==> src/hdl/smt_pkg.sv <==
// Package for the sorted multiset table: sizes, entry type, codes and saturation helpers.
// Depends on nothing; used by smt_entry_ram and sorted_multiset_table.
`timescale 1ns / 1ps
`default_nettype none

package smt_pkg;

  localparam int CAPACITY    = 16;
  localparam int COUNT_WIDTH = 16;
  localparam int ADDR_W      = (CAPACITY > 1) ? $clog2(CAPACITY) : 1;
  localparam int OCC_W       = $clog2(CAPACITY + 1);

  localparam logic [32:0] COUNT_MAX = (33'd1 << COUNT_WIDTH) - 33'd1;

  localparam logic [1:0] KIND_INSERT     = 2'd0;
  localparam logic [1:0] KIND_REMOVE_ALL = 2'd1;
  localparam logic [1:0] KIND_REMOVE_ONE = 2'd2;

  typedef enum logic [2:0] {
    STATUS_NEW     = 3'd0,
    STATUS_ADDED   = 3'd1,
    STATUS_REMOVED = 3'd2,
    STATUS_DECR    = 3'd3,
    STATUS_ABSENT  = 3'd4,
    STATUS_FULL    = 3'd5
  } status_t;

  typedef enum logic [2:0] {
    ST_IDLE,
    ST_SCAN,
    ST_ACT,
    ST_SHUP,
    ST_SHDN,
    ST_DONE
  } state_t;

  typedef struct packed {
    logic signed [31:0]     key;
    logic [COUNT_WIDTH-1:0] count;
  } entry_t;

  function automatic logic [15:0] sat16(input logic [31:0] v);
    sat16 = (v > 32'hFFFF) ? 16'hFFFF : v[15:0];
  endfunction

  function automatic logic [4:0] sat5(input logic [31:0] v);
    sat5 = (v > 32'd31) ? 5'd31 : v[4:0];
  endfunction

endpackage

`default_nettype wire

==> src/hdl/smt_entry_ram.sv <==
// Entry memory of the sorted multiset table: one write port, one registered read port.
// Depends on smt_pkg for the entry type and address width.
`timescale 1ns / 1ps
`default_nettype none

module smt_entry_ram (
  input  wire                        clk,
  input  wire                        we,
  input  wire [smt_pkg::ADDR_W-1:0]  waddr,
  input  smt_pkg::entry_t            wdata,
  input  wire [smt_pkg::ADDR_W-1:0]  raddr,
  output smt_pkg::entry_t            rdata
);

  smt_pkg::entry_t mem [smt_pkg::CAPACITY];
  smt_pkg::entry_t rdata_r;

  always_ff @(posedge clk) begin
    if (we) begin
      mem[waddr] <= wdata;
    end
    rdata_r <= mem[raddr];
  end

  assign rdata = rdata_r;

endmodule

`default_nettype wire

==> src/hdl/sorted_multiset_table.sv <==
// Top level of the sorted multiset table: request sequencer around the entry memory.
// Depends on smt_pkg and smt_entry_ram.
//
// Usage: a request item enters on the in_ stream (kind in in_tuser, value and add_count in
// in_tdata); one result item leaves on the out_ stream (status in out_tuser, count_after and
// entries_held in out_tdata). Requests are handled one at a time. Each one scans the table
// from the lowest key through the single memory read port, one entry per cycle, until it
// meets a key not below the requested value; an insert of a new value or a deletion then
// moves the entries above that point by one place, again one entry per cycle. The next
// request is accepted once the result is registered in the output register, which then
// holds it, so the next request is accepted while it waits. A stalled receiver holds that
// register; a request finished behind it waits until the register is taken. Reset empties
// the table at once (no clearing pass) and drops any pending result.
`timescale 1ns / 1ps
`default_nettype none

module sorted_multiset_table (
  input  wire        clk,
  input  wire        rst_n,
  input  wire        in_tvalid,
  output logic       in_tready,
  input  wire [47:0] in_tdata,   // value [31:0], add_count [47:32]
  input  wire [1:0]  in_tuser,   // kind [1:0]
  output logic       out_tvalid,
  input  wire        out_tready,
  output logic [23:0] out_tdata, // count_after [15:0], entries_held [20:16], zero [23:21]
  output logic [2:0]  out_tuser  // status [2:0]
);

  localparam int AW = smt_pkg::ADDR_W;
  localparam int OW = smt_pkg::OCC_W;
  localparam int CW = smt_pkg::COUNT_WIDTH;

  smt_pkg::state_t state_r, state_nxt;

  logic [1:0]         kind_r, kind_nxt;
  logic signed [31:0] value_r, value_nxt;
  logic [15:0]        add_r, add_nxt;

  logic [OW-1:0] occ_r, occ_nxt;
  logic [OW-1:0] idx_r, idx_nxt;
  logic          rdv_r, rdv_nxt;
  logic [OW-1:0] rd_idx_r, rd_idx_nxt;
  logic [OW-1:0] pos_r, pos_nxt;
  logic          found_r, found_nxt;
  logic [CW-1:0] fcnt_r, fcnt_nxt;
  logic [OW-1:0] ptr_r, ptr_nxt;
  logic          wv_r, wv_nxt;
  logic [AW-1:0] wa_r, wa_nxt;

  smt_pkg::status_t res_status_r, res_status_nxt;
  logic [CW-1:0]    res_cnt_r, res_cnt_nxt;

  logic             out_valid_r, out_valid_nxt;
  smt_pkg::status_t out_status_r, out_status_nxt;
  logic [15:0]      out_count_r, out_count_nxt;
  logic [4:0]       out_held_r, out_held_nxt;

  logic            ram_we;
  logic [AW-1:0]   ram_waddr;
  smt_pkg::entry_t ram_wdata;
  logic [AW-1:0]   ram_raddr;
  smt_pkg::entry_t ram_rdata;

  logic [32:0]   add_sat;
  logic [32:0]   sum;
  logic [CW-1:0] sum_sat;

  smt_entry_ram u_ram (
    .clk   (clk),
    .we    (ram_we),
    .waddr (ram_waddr),
    .wdata (ram_wdata),
    .raddr (ram_raddr),
    .rdata (ram_rdata)
  );

  assign add_sat = (33'(add_r) > smt_pkg::COUNT_MAX) ? smt_pkg::COUNT_MAX : 33'(add_r);
  assign sum     = 33'(fcnt_r) + add_sat;
  assign sum_sat = (sum > smt_pkg::COUNT_MAX) ? CW'(smt_pkg::COUNT_MAX) : CW'(sum);

  assign in_tready  = (state_r == smt_pkg::ST_IDLE);
  assign out_tvalid = out_valid_r;
  assign out_tuser  = out_status_r;
  assign out_tdata  = {3'd0, out_held_r, out_count_r};

  always_comb begin
    state_nxt      = state_r;
    kind_nxt       = kind_r;
    value_nxt      = value_r;
    add_nxt        = add_r;
    occ_nxt        = occ_r;
    idx_nxt        = idx_r;
    rdv_nxt        = rdv_r;
    rd_idx_nxt     = rd_idx_r;
    pos_nxt        = pos_r;
    found_nxt      = found_r;
    fcnt_nxt       = fcnt_r;
    ptr_nxt        = ptr_r;
    wv_nxt         = wv_r;
    wa_nxt         = wa_r;
    res_status_nxt = res_status_r;
    res_cnt_nxt    = res_cnt_r;
    out_valid_nxt  = out_valid_r && !out_tready;
    out_status_nxt = out_status_r;
    out_count_nxt  = out_count_r;
    out_held_nxt   = out_held_r;
    ram_we         = 1'b0;
    ram_waddr      = wa_r;
    ram_wdata      = ram_rdata;
    ram_raddr      = AW'(idx_r);

    unique case (state_r)
      smt_pkg::ST_IDLE: begin
        if (in_tvalid) begin
          kind_nxt  = in_tuser;
          value_nxt = in_tdata[31:0];
          add_nxt   = in_tdata[47:32];
          idx_nxt   = '0;
          rdv_nxt   = 1'b0;
          state_nxt = smt_pkg::ST_SCAN;
        end
      end

      smt_pkg::ST_SCAN: begin
        ram_raddr = AW'(idx_r);
        if (rdv_r && (ram_rdata.key >= value_r)) begin
          pos_nxt   = rd_idx_r;
          found_nxt = (ram_rdata.key == value_r);
          fcnt_nxt  = ram_rdata.count;
          rdv_nxt   = 1'b0;
          state_nxt = smt_pkg::ST_ACT;
        end else if (idx_r == occ_r) begin
          if (rdv_r) begin
            rdv_nxt = 1'b0;
          end else begin
            pos_nxt   = occ_r;
            found_nxt = 1'b0;
            state_nxt = smt_pkg::ST_ACT;
          end
        end else begin
          rdv_nxt    = 1'b1;
          rd_idx_nxt = idx_r;
          idx_nxt    = idx_r + OW'(1);
        end
      end

      smt_pkg::ST_ACT: begin
        res_cnt_nxt    = '0;
        res_status_nxt = smt_pkg::STATUS_ABSENT;
        state_nxt      = smt_pkg::ST_DONE;
        wv_nxt         = 1'b0;
        case (kind_r)
          smt_pkg::KIND_INSERT: begin
            if (found_r) begin
              ram_we         = 1'b1;
              ram_waddr      = AW'(pos_r);
              ram_wdata.key  = value_r;
              ram_wdata.count = sum_sat;
              res_cnt_nxt    = sum_sat;
              res_status_nxt = smt_pkg::STATUS_ADDED;
            end else if (occ_r == OW'(smt_pkg::CAPACITY)) begin
              res_status_nxt = smt_pkg::STATUS_FULL;
            end else begin
              res_cnt_nxt    = CW'(add_sat);
              res_status_nxt = smt_pkg::STATUS_NEW;
              ptr_nxt        = occ_r;
              state_nxt      = smt_pkg::ST_SHUP;
            end
          end
          smt_pkg::KIND_REMOVE_ALL: begin
            if (found_r) begin
              res_status_nxt = smt_pkg::STATUS_REMOVED;
              ptr_nxt        = pos_r + OW'(1);
              state_nxt      = smt_pkg::ST_SHDN;
            end
          end
          smt_pkg::KIND_REMOVE_ONE: begin
            if (found_r) begin
              if (fcnt_r > CW'(1)) begin
                ram_we          = 1'b1;
                ram_waddr       = AW'(pos_r);
                ram_wdata.key   = value_r;
                ram_wdata.count = fcnt_r - CW'(1);
                res_cnt_nxt     = fcnt_r - CW'(1);
                res_status_nxt  = smt_pkg::STATUS_DECR;
              end else begin
                res_status_nxt = smt_pkg::STATUS_REMOVED;
                ptr_nxt        = pos_r + OW'(1);
                state_nxt      = smt_pkg::ST_SHDN;
              end
            end
          end
          default: begin
          end
        endcase
      end

      smt_pkg::ST_SHUP: begin
        ram_raddr = AW'(ptr_r - OW'(1));
        if (wv_r) begin
          ram_we    = 1'b1;
          ram_waddr = wa_r;
          ram_wdata = ram_rdata;
        end
        if (ptr_r > pos_r) begin
          wv_nxt  = 1'b1;
          wa_nxt  = AW'(ptr_r);
          ptr_nxt = ptr_r - OW'(1);
        end else if (wv_r) begin
          wv_nxt = 1'b0;
        end else begin
          ram_we          = 1'b1;
          ram_waddr       = AW'(pos_r);
          ram_wdata.key   = value_r;
          ram_wdata.count = CW'(add_sat);
          occ_nxt         = occ_r + OW'(1);
          state_nxt       = smt_pkg::ST_DONE;
        end
      end

      smt_pkg::ST_SHDN: begin
        ram_raddr = AW'(ptr_r);
        if (wv_r) begin
          ram_we    = 1'b1;
          ram_waddr = wa_r;
          ram_wdata = ram_rdata;
        end
        if (ptr_r < occ_r) begin
          wv_nxt  = 1'b1;
          wa_nxt  = AW'(ptr_r - OW'(1));
          ptr_nxt = ptr_r + OW'(1);
        end else if (wv_r) begin
          wv_nxt = 1'b0;
        end else begin
          occ_nxt   = occ_r - OW'(1);
          state_nxt = smt_pkg::ST_DONE;
        end
      end

      smt_pkg::ST_DONE: begin
        if (!out_valid_r || out_tready) begin
          out_valid_nxt  = 1'b1;
          out_status_nxt = res_status_r;
          out_count_nxt  = smt_pkg::sat16(32'(res_cnt_r));
          out_held_nxt   = smt_pkg::sat5(32'(occ_r));
          state_nxt      = smt_pkg::ST_IDLE;
        end
      end

      default: begin
        state_nxt = smt_pkg::ST_IDLE;
      end
    endcase
  end

  always_ff @(posedge clk) begin
    if (!rst_n) begin
      state_r     <= smt_pkg::ST_IDLE;
      occ_r       <= '0;
      out_valid_r <= 1'b0;
      rdv_r       <= 1'b0;
      wv_r        <= 1'b0;
    end else begin
      state_r     <= state_nxt;
      occ_r       <= occ_nxt;
      out_valid_r <= out_valid_nxt;
      rdv_r       <= rdv_nxt;
      wv_r        <= wv_nxt;
    end
  end

  always_ff @(posedge clk) begin
    kind_r       <= kind_nxt;
    value_r      <= value_nxt;
    add_r        <= add_nxt;
    idx_r        <= idx_nxt;
    rd_idx_r     <= rd_idx_nxt;
    pos_r        <= pos_nxt;
    found_r      <= found_nxt;
    fcnt_r       <= fcnt_nxt;
    ptr_r        <= ptr_nxt;
    wa_r         <= wa_nxt;
    res_status_r <= res_status_nxt;
    res_cnt_r    <= res_cnt_nxt;
    out_status_r <= out_status_nxt;
    out_count_r  <= out_count_nxt;
    out_held_r   <= out_held_nxt;
  end

endmodule

`default_nettype wire
==> config.mk <==
export PLATFORM = sky130hd
export DESIGN_NAME = sorted_multiset_table
export DESIGN_NICKNAME = d
export VERILOG_FILES = /design/src/hdl/smt_pkg.sv /design/src/hdl/smt_entry_ram.sv /design/src/hdl/sorted_multiset_table.sv
export SDC_FILE = /design/constraint.sdc
export NUM_CORES = 1
export LEC_CHECK = 0
export ABC_AREA = 1
export BUFFER_PORTS_ARGS = -buffer_cell sky130_fd_sc_hd__buf_2
export CAP_MARGIN = 10
export CORE_ASPECT_RATIO = 2
export CORE_MARGIN = 2
export CORE_UTILIZATION = 57
export CTS_CLUSTER_SIZE = 30
export DETAILED_ROUTE_END_ITERATION = 8
export PLACE_DENSITY = 0.76
export SLEW_MARGIN = 5
export SYNTH_ARGS = -nofsm -noshare
export SYNTH_HDL_FRONTEND = slang
export SYNTH_SLANG_ARGS = --single-unit
==> constraint.sdc <==
create_clock -name clk -period 4.8 [get_ports clk]
set_input_delay 0.72 -clock clk [delete_from_list [all_inputs] [get_ports clk]]
set_output_delay 0.72 -clock clk [all_outputs]
set_load 0.005 [all_outputs]
After elaboration in Yosys (flattened, before gate mapping)

Memories as Yosys holds them, arrays and structs flattened. A register that Yosys moved wholly into a read port is not among the register bits.
Index checks and enable logic that the tools add are counted.

Register bits: 145
Memories kept: 1
Input port bits: 54
Bits in writable memories: 768
ROM bits: 0
Latch bits: 0
Output and inout bits: 29

Multiply operators: 0
Eq/ne operators: 29
Shift-type cells: 0
Reductions and logical operators: 22
Bitwise gates (word level): 2
Multiplexer cells: 88
Div/mod/pow operators: 0
Order comparisons: 5
Add/sub/neg operators: 8

Memory list:

| memory    | depth | width | read ports | clocked after Yosys merged registers in | wr ports | RTL line            | source |
|---|---|---|---|---|---|---|---|
| u_ram.mem | 16    | 48    | 1          | 1                                       | 1        | smt_entry_ram.sv:15 | `smt_pkg::entry_t mem [smt_pkg::CAPACITY];` |

Operators with widths:

| kind                                                                   | count |
|---|---|
| 48-bit 2-to-1 mux                                                      | 5 |
| 48-bit one-hot mux with 2 select lines                                 | 2 |
| 5-bit 2-to-1 mux                                                       | 17 |
| 16-bit 2-to-1 mux                                                      | 5 |
| 3-bit 2-to-1 mux                                                       | 14 |
| 32-bit equality test                                                   | 1 |
| 32-bit >= comparator                                                   | 1 |
| 16-bit one-hot mux with 2 select lines                                 | 1 |
| 4-bit one-hot mux with 2 select lines                                  | 4 |
| 5-bit one-hot mux with 3 select lines                                  | 2 |
| 4-bit 2-to-1 mux                                                       | 7 |
| 1-bit 2-to-1 mux                                                       | 22 |
| 3-bit inequality test, second input constant                           | 7 |
| 5-bit by 1-bit adder with 5-bit output, second input constant          | 4 |
| 2-bit inequality test, second input constant                           | 10 |
| 5-bit one-hot mux with 2 select lines                                  | 2 |
| 3-bit one-hot mux with 3 select lines                                  | 2 |
| 3-bit one-hot mux with 6 select lines                                  | 1 |
| 16-bit by 16-bit adder with 17-bit output                              | 1 |
| 17-bit by 16-bit > comparator with 1-bit output, second input constant | 1 |
| 16-bit by 1-bit > comparator with 1-bit output, second input constant  | 1 |
| 16-bit by 1-bit subtractor with 16-bit output, second input constant   | 1 |
| 5-bit by 1-bit subtractor with 5-bit output, second input constant     | 2 |
| 3-bit AND reduction                                                    | 3 |
| 26 further kinds                                                       | 38 |

Longest topological paths before layout

Gate-level depths: netlist of the first run.

Depth in word-level cells: 7
Depth in mapped cells: 20
Mapped depth without buffers: 20

Modules after synthesis

From an unflattened synthesis of the first run, not the netlist that was laid out.

Cells, all modules: 4536
Area, all modules: 44512.7 um^2

By module, submodules not included:

| module                | cells an instance | times used | area an instance (um^2) | seq. area each (um^2) |
|---|---|---|---|---|
| smt_entry_ram         | 3167              | 1          | 33863.7                 | 24023.0 |
| sorted_multiset_table | 1369              | 1          | 10649.0                 | 4244.1 |

Worst setup path after synthesis of the first run

Ideal clock, no wire load.

Kind: register to register
Start: register ptr_r[3]
End: memory u_ram.mem[0][0] (netlist bit) (enable)
Period minus slack after synthesis: 4.578 ns
Slack: 0.222 ns
Arrival time: 4.124 ns
Path buffers: 1
Cell stages (with the launch flop): 15
Setup time: 0.454 ns
Path through: edfxtp_1 > ha_1 > nand2_1 > nor2_1 > nand2_1 > o211ai_1 > nand2_1 > nand2_1 > clkbuf_1 > nand2_1 > a31oi_1 > nand2_1 > o21ai_0 > nand3_1 > nor2_1

Word-level cells in the longest chain between the ends: 5

RTL lines:

| item                                   | RTL line                     | source |
|---|---|---|
| from (decl)                            | sorted_multiset_table.sv:47  | `logic [OW-1:0] ptr_r, ptr_nxt;` |
| from (signal assigned)                 | sorted_multiset_table.sv:282 | `ptr_r <= ptr_nxt;` |
| 5-bit > comparator (*)                 | sorted_multiset_table.sv:206 | `if (ptr_r > pos_r) begin` |
| 1-bit 2-to-1 mux                       | sorted_multiset_table.sv:206 |  |
| 1-bit one-hot mux with 3 select lines  | sorted_multiset_table.sv:113 | `unique case (state_r)` |
| 1-bit 2-to-1 mux                       | smt_entry_ram.sv:19          | `if (we) begin` |
| 1-bit 2-to-1 mux (implied by the code) | smt_entry_ram.sv:20          | `mem[waddr] <= wdata;` |
| to (decl)                              | smt_entry_ram.sv:15          |  |

Mark *: on every way between the ends. The rest lies on a longest branch, timed or not.

Worst setup path after layout of the first run

Start: register fcnt_r[0]
End: memory u_ram.mem[3][18] (netlist bit) (enable)

Word-level cells in the longest chain between the ends: 7

RTL lines:

| item                                               | RTL line                     | source |
|---|---|---|
| from (decl)                                        | sorted_multiset_table.sv:46  | `logic [CW-1:0] fcnt_r, fcnt_nxt;` |
| from (signal assigned)                             | sorted_multiset_table.sv:281 | `fcnt_r <= fcnt_nxt;` |
| 16-bit by 1-bit > comparator with 1-bit output (*) | sorted_multiset_table.sv:180 | `if (fcnt_r > CW'(1)) begin` |
| 1-bit 2-to-1 mux                                   | sorted_multiset_table.sv:180 |  |
| 1-bit 2-to-1 mux                                   | sorted_multiset_table.sv:179 | `if (found_r) begin` |
| 1-bit one-hot mux with 2 select lines              | sorted_multiset_table.sv:153 | `case (kind_r)` |
| 1-bit one-hot mux with 3 select lines              | sorted_multiset_table.sv:113 |  |
| 1-bit 2-to-1 mux                                   | smt_entry_ram.sv:19          |  |
| 1-bit 2-to-1 mux (implied by the code)             | smt_entry_ram.sv:20          |  |

Marks and branches as above.

==> results of run 1 <==
layer usage:
| layer | routed length [µm] | GRT usage, % | up-vias |
|---|---|---|---|
| met5 | 0 | 0 | - |
| met4 | 7910 | 20.2 | 0 |
| met3 | 8420 | 4.66 | 440 |
| met2 | 59300 | 52.6 | 1541 |
| met1 | 37100 | 31.5 | 14200 |
| li1 | - | - | 13500 |
through the flow:
stage | cell area (µm²) | std cells | hold WS [ns] | power [mW] | utilization [%]
2_1_floorplan | 42600 | 3767 | 0.400 | 20.2 | -
3_5_place_dp | 44500 | 4672 | 0.405 | 24.4 | 60.2
5_1_grt | 47400 | 4833 | 0.218 | 33.1 | 64.1
6_report | 47400 | 4834 | 0.226 | 31.6 | 64.1
4_1_cts | 47300 | 4824 | 0.183 | 31.4 | 64.0
3_3_place_gp | 44500 | 4672 | 0.401 | 24.2 | 60.2
kinds of logic (layout without fill, tap and decap cells):
logic type,Yosys count,in the layout
other cells,1,5
buf+inv,728,864
simple gates,946,946
xor+xnor,28,28
fa+ha+maj,73,73
flops,961,961
mux,41,41
compound gates,987,987
critical path, stage by stage (launching register included):
cell      delay (ns)
edfxtp_1        0.40
inv_1           0.11
ha_1            0.23
nand2_1         0.13
nor2_1          0.14
o21ai_0         0.67
nand2_1         0.19
nor2_2          0.24
nor2_2          0.08
buf_4           0.27
o21a_1          0.24
inv_1           0.09
nand3_1         0.31
nor2_4          0.20
buf_4           0.56
where the power goes:
group	switching (mW)	total (mW)	internal [mW]
registers	0.588	12.2	11.6
logic	8.93	12.4	3.49
clock network	3.04	7.00	3.96
cell type report:
cell class | count | area [µm²]
flip-flops and latches | 961 | 28300
fillers | 5369 | 26500
multi-input cells | 2078 | 11600
clock buffers | 111 | 2320
inverters | 519 | 1960
repair buffers | 193 | 1530
well taps | 929 | 1160
clock inverters | 41 | 493
diodes | 2 | 5.00
final timing paths:
kind                                      to                       from  cells after the start
hold / removal          value_r[2]$_DFFE_PP_                in_tdata[2]                      1
hold reg to reg       out_tuser[2]$_DFFE_PP_  res_status_r[2]$_DFFE_PP_                      0
setup / recovery  u_ram.mem[3][18]$_DFFE_PP_        fcnt_r[0]$_DFFE_PP_                     14
setup reg to reg  u_ram.mem[3][18]$_DFFE_PP_        fcnt_r[0]$_DFFE_PP_                     14
cell usage in the layout (no fill, tap or decap), drive strengths merged, types with 41 or more instances in the layout:
master  instances
a21oi         206
buf           193
clkbuf        111
dfxtp          59
edfxtp        902
ha             71
inv           518
mux2i          41
nand2         638
nand3         146
nor2          130
o211ai        287
o21ai         391
o221ai         73
registers in the layout, summed over array words and instances, names as in the netlist, 16 cells and up:
register and flops:
out_count_r 16, u_ram.rdata 48, value_r 32, res_cnt_r 16
add_r 16, u_ram.mem 768, fcnt_r 16
==> out/metrics.yaml, run 1 <==
clock_network:
  path_clk_slew_ns: 0.07
  clk_latency_ns: 0.67
  cts_tree: "done"
  cts_resized: 0
  cts_hold_buf: 0
  htree_levels: 3
  cts_buffers: 82
  post-cts-setup-buffers: 0
  root_buffer: "clkbuf_16"
  cts_buffer_depth: 3
  cts.sinks: 961
synth:
  synth_top_family_by_area: "compound AO/OA/AOI/OAI gates"
  synth_xor_area_share_pct: 0.575
  synth.distinct_cells: 47
  yosys.area.top_type: "edfxtp_1"
  synthTopCellsByCount: "edfxtp_1, nand2_1, inv_1"
  ys_seq_area_share_pct: 66.3
  synth_area_um2: 42600
  synth_edf_count: 902
  synthMuxAreaShare_pct: 0.963
  synth-simple-area-share_pct: 8.99
  synthesis.instances: 3765
  synth_area_leaders: "edfxtp_1, nand2_1, o211ai_1"
  synth-async-reset-ratio_pct: 0
  ys_warn_count: 0
  postSynthAreaPerCell_um2: 11.3
  synth-main-ff-cell: "edfxtp_1"
  synthAdderAreaFrac_pct: 2.18
  synth_most_common_cell: "edfxtp_1"
  ys_ff_latch: 961
  synth_top_area_share_pct: 63.5
  synth-compound-area-share_pct: 14.1
critical_path:
  crit_path_end_kind: "register"
  cp_max_fo: 35
  start_kind: "register"
  cp.arrival_ns: 4.60
  crit_required_ns: 5.10
  reg2reg_slack_ns: 0.50
  crit_type: "register to register"
power_and_ir_drop:
  max-vdd-ir-drop_uv: 394
  power_density_nw_per_um2: 667
  total_leakage_power_nw: 17.8
drt:
  first_pass_iters: 6
  num_vias: 29700
  post_drt_via_cell_ratio: 6.13
  route.detailed.drc: 0
  wl_mm: 113
  ant_nets: 0
  drt_iter0_drc: 2864
  wire_per_inst_um: 23.3
timing:
  relSlewSlack_pct: 15.3
  tightest_slew_ns: 1.27
  slew_violations: 0
  fmax_mhz: 232
  hold_viol: 0
  period_share_pct: 89.7
  rsz0062_at_grt: "false"
  fin_skew_ns: 0.0240
  setup_viol: 0
  period_minus_slack_ns: 4.30
  totalNegativeSetupSlack_ns: 0
  setup_ws_ns: 0.496
placement:
  gp_congestion: 0.983
  place_hpwl_mm: 72.0
  place_ws_ns: 0.721
  port_buffers: 79
global_route:
  grt_max_degree: 93
  antenna_found_initial: 5
  grt_pass1_wl_mm: 168
  first_global_vias: 29400
  grt-ovfl-total: 0
  grtUsageTotal_pct: 29.4
floorplan:
  die_h_um: 391
  die_w_um: 197
  ioPinCount: 83
  initial_core_util_pct: 57.7
  coreArea_um2: 73900
  dieArea_um2: 77100
  placementRows: 141
min_path:
  hold_path.class: "input port to register"
flow_run:
  maxCapViolCount: 0
run_status:
  status: "completed"
layout:
  synthToLayoutAreaGrowth_pct: 11.1
  drive_gt1_share_pct: 9.48
  nets: 3962
Power figures use the tool's default switching activity.
==> run 2, diff against run 1 <==
--- a/config.mk
+++ b/config.mk
@@ -17,4 +17,5 @@
 export SLEW_MARGIN = 5
 export SYNTH_ARGS = -nofsm -noshare
 export SYNTH_HDL_FRONTEND = slang
+export SYNTH_HIERARCHICAL = 1
 export SYNTH_SLANG_ARGS = --single-unit
==> run 2 against run 1 <==
Via count increased by 8.8%. Non-clock buffer count decreased by 34. First-iteration DRC count increased by 18%. Sequential share of layout area decreased by 2.1 points. Cell count increased by 17%. Synthesized area increased by 4.4%. Clock power about the same.
==> out/metrics.yaml, run 2 <==
run_status:
  status: "completed"  # unchanged
placement:
  dp.cells: 5508  # was 4672
  port_buffers: 79  # unchanged
  place_hpwl_mm: 73.7  # was 72.0 mm
  gp_congestion: 0.905  # was 0.983
  place_area_um2: 46200  # was 44500 µm²
min_path:
  hold_path_end: "add_r[8]$_DFFE_PP_"  # was value_r[2]$_DFFE_PP_
  hold_depth: 1  # unchanged
  hold_path.class: "input port to register"  # unchanged
  hold_start: "in_tdata[40]"  # was in_tdata[2]
synth:
  ys_ff_latch: 961  # unchanged
  synth-async-reset-ratio_pct: 0  # unchanged
  synth.distinct_cells: 51  # was 47
  synth_edf_count: 902  # unchanged
  synth_area_um2: 44500  # was 42600 µm²
  synth_most_common_cell: "nand2_1"  # was edfxtp_1
  synth_xor_area_share_pct: 0.571  # was 0.575%
  synth_top_area_share_pct: 60.9  # was 63.5%
  yosys.area.top_type: "edfxtp_1"  # unchanged
  ys_warn_count: 6  # was 0
  synthesis.instances: 4536  # was 3765
  ys_seq_area_share_pct: 63.5  # was 66.3%
  postSynthAreaPerCell_um2: 9.81  # was 11.3 µm²
  synthAdderAreaFrac_pct: 2.09  # was 2.18%
  synth-main-ff-cell: "edfxtp_1"  # unchanged
  synth_top_family_by_area: "simple AND/OR/NAND/NOR gates"  # was compound AO/OA/AOI/OAI gates
  synth-simple-area-share_pct: 19.5  # was 8.99%
  synthMuxAreaShare_pct: 0  # was 0.963%
  synth-compound-area-share_pct: 5.23  # was 14.1%
  synthTopCellsByCount: "nand2_1, edfxtp_1, inv_1"  # was edfxtp_1, nand2_1, inv_1
  synth_area_leaders: "edfxtp_1, nand2_1, nand3_1"  # was edfxtp_1, nand2_1, o211ai_1
critical_path:
  crit_required_ns: 5.15  # was 5.10 ns
  crit_path_end_kind: "register"  # unchanged
  reg2reg_to: "u_ram/mem[1][31]$_DFFE_PP_"  # was u_ram.mem[3][18]$_DFFE_PP_
  reg2reg_depth: 15  # was 14
  reg2reg_slack_ns: 0.50  # about the same
  r2r_start: "fcnt_r[9]$_DFFE_PP_"  # was fcnt_r[0]$_DFFE_PP_
  cp_max_fo: 21  # was 35
  cp.arrival_ns: 4.65  # was 4.60 ns
  start_kind: "register"  # unchanged
  crit_type: "register to register"  # unchanged
timing:
  period_share_pct: 89.6  # was 89.7%
  rsz0062_at_grt: "false"  # unchanged
  relSlewSlack_pct: 27.6  # was 15.3%
  fin_skew_ns: 0.0204  # was 0.0240 ns
  slew_violations: 0  # unchanged
  totalNegativeSetupSlack_ns: 0  # unchanged
  fmax_mhz: 233  # was 232 MHz
  period_minus_slack_ns: 4.30  # about the same
  setup_viol: 0  # unchanged
  hold_viol: 0  # unchanged
  tightest_slew_ns: 1.08  # was 1.27 ns
floorplan:
  placementRows: 145  # was 141
  ioPinCount: 83  # unchanged
  die_w_um: 202  # was 197 µm
  coreArea_um2: 77600  # was 73900 µm²
  initial_core_util_pct: 57.3  # was 57.7%
  die_h_um: 399  # was 391 µm
  dieArea_um2: 80500  # was 77100 µm²
drt:
  route.detailed.drc: 0  # unchanged
  post_drt_via_cell_ratio: 5.69  # was 6.13
  wl_mm: 119  # was 113 mm
  first_pass_iters: 7  # was 6
  ant_nets: 0  # unchanged
  wire_per_inst_um: 21.0  # was 23.3 µm
  drt_iter0_drc: 3385  # was 2864
  num_vias: 32300  # was 29700
power_and_ir_drop:
  max-vdd-ir-drop_uv: 891  # was 394 µV
  power_density_nw_per_um2: 683  # was 667 nW/µm²
  total_leakage_power_nw: 21.0  # was 17.8 nW
layout:
  fin_area_um2: 49100  # was 47400 µm²
  synthToLayoutAreaGrowth_pct: 10.3  # was 11.1%
  fin_util_pct: 63.2  # was 64.1%
  antenna_cells: 0  # was 2
  mostFrequentLayoutCell: "nand2_1"  # was edfxtp_1
  regMostFlops: "u_ram/mem"  # was u_ram.mem
  largest_reg_flops: 768  # unchanged
  drive_gt1_share_pct: 7.50  # was 9.48%
  final_cells: 5667  # was 4834
  nets: 4693  # was 3962
  final_cell_mix: "nand2_1, edfxtp_1, inv_1"  # was edfxtp_1, nand2_1, inv_1
global_route:
  grtUsageTotal_pct: 29.6  # was 29.4%
  grt-ovfl-total: 0  # unchanged
  first_global_vias: 31600  # was 29400
  grt_pass1_wl_mm: 181  # was 168 mm
  antenna_found_initial: 0  # was 5
  grt_max_degree: 105  # was 93
clock_network:
  cts.sinks: 961  # unchanged
  cts_resized: 0  # unchanged
  post-cts-setup-buffers: 0  # unchanged
  cts_hold_buf: 0  # unchanged
  path_clk_slew_ns: 0.06  # was 0.07 ns
  cts_tree: "done"  # unchanged
  clk_latency_ns: 0.66  # was 0.67 ns
  cts_buffers: 85  # was 82
  htree_levels: 3  # unchanged
  root_buffer: "clkbuf_16"  # unchanged
  cts_buffer_depth: 3  # unchanged
flow_run:
  maxCapViolCount: 0  # unchanged
## run 2: changes by cell type in the layout (fill, tap and decap cells not counted), moves of 77 or more
cell and delta:
nand2_1 +681, a21oi_1 -77, o21ai_0 -115, nand3_1 +481, inv_1 +251, o211ai_1 -279
## run 2: cell type report
class	count	area (µm²)
timing repair buffer	159	1350
clock inverter	54	586
multi-input combinational	2593	12400
tap	1029	1290
sequential	961	28300
clock buffer	105	2300
inverter	766	2900
fill	6093	28600
## run 2: cell families after synthesis
logic type	Yosys count
other cells	1
simple gates	2072
fa+ha+maj	73
buf+inv	984
xor+xnor	29
flops	961
compound gates	416
## run 2: per-layer routing
| metal | vias to the layer above | part of all wire (%) | wire (µm) | track usage (%) |
|---|---|---|---|---|
| met4 | 0 | 7.5 | 8870 | 20.6 |
| met3 | 359 | 7.5 | 8920 | 3.23 |
| met2 | 1635 | 50 | 58900 | 50.5 |
| li1 | 15000 | - | - | - |
| met5 | - | 0 | 0 | 0 |
| met1 | 15300 | 35 | 42200 | 35.4 |
## run 2: worst max-delay path by stage
stage,start,end,slack [ns],cells past startpoint
floorplan,state_r[1]$_SDFFE_PN0P_,u_ram/mem[10][0]$_DFFE_PP_,-0.06,11
global route,fcnt_r[9]$_DFFE_PP_,u_ram/mem[1][5]$_DFFE_PP_,0.32,15
finish,fcnt_r[9]$_DFFE_PP_,u_ram/mem[1][31]$_DFFE_PP_,0.50,15
detailed placement,fcnt_r[9]$_DFFE_PP_,u_ram/mem[1][8]$_DFFE_PP_,0.63,15
global placement,fcnt_r[13]$_DFFE_PP_,u_ram/mem[1][8]$_DFFE_PP_,0.67,15
CTS,fcnt_r[9]$_DFFE_PP_,u_ram/mem[1][31]$_DFFE_PP_,0.61,15
## run 2: report_power, final
part	switching (mW)	internal, mW	leakage (nW)	total, mW
logic	10.7	3.44	10.9	14.2
registers	0.564	11.8	8.71	12.3
clock network	3.09	3.94	1.41	7.03
total	14.4	19.2	21.0	33.5
## run 2: per-stage QoR
stage          power, mW  hold slack (ns)  setup WS (ns)
2_1_floorplan       21.2            0.400        -0.0565
3_3_place_gp        26.0            0.402          0.672
3_5_place_dp        26.4            0.405          0.628
4_1_cts             33.4            0.212          0.606
5_1_grt             35.1            0.225          0.318
6_report            33.5            0.239          0.500
## run 2: critical path, cell delays in order (launching register included)
cell       delay (ns)
edfxtp_1         0.45
nor2_1           0.18
nand2_1          0.10
nor3_1           0.45
o2111ai_1        0.26
nand2_1          0.17
nor2_1           0.09
nor2_4           0.44
buf_4            0.36
o221ai_1         0.14
nand2_1          0.11
nand2_1          0.16
nor2_1           0.14
nand2_1          0.26
nor2_4           0.44
buf_12           0.24
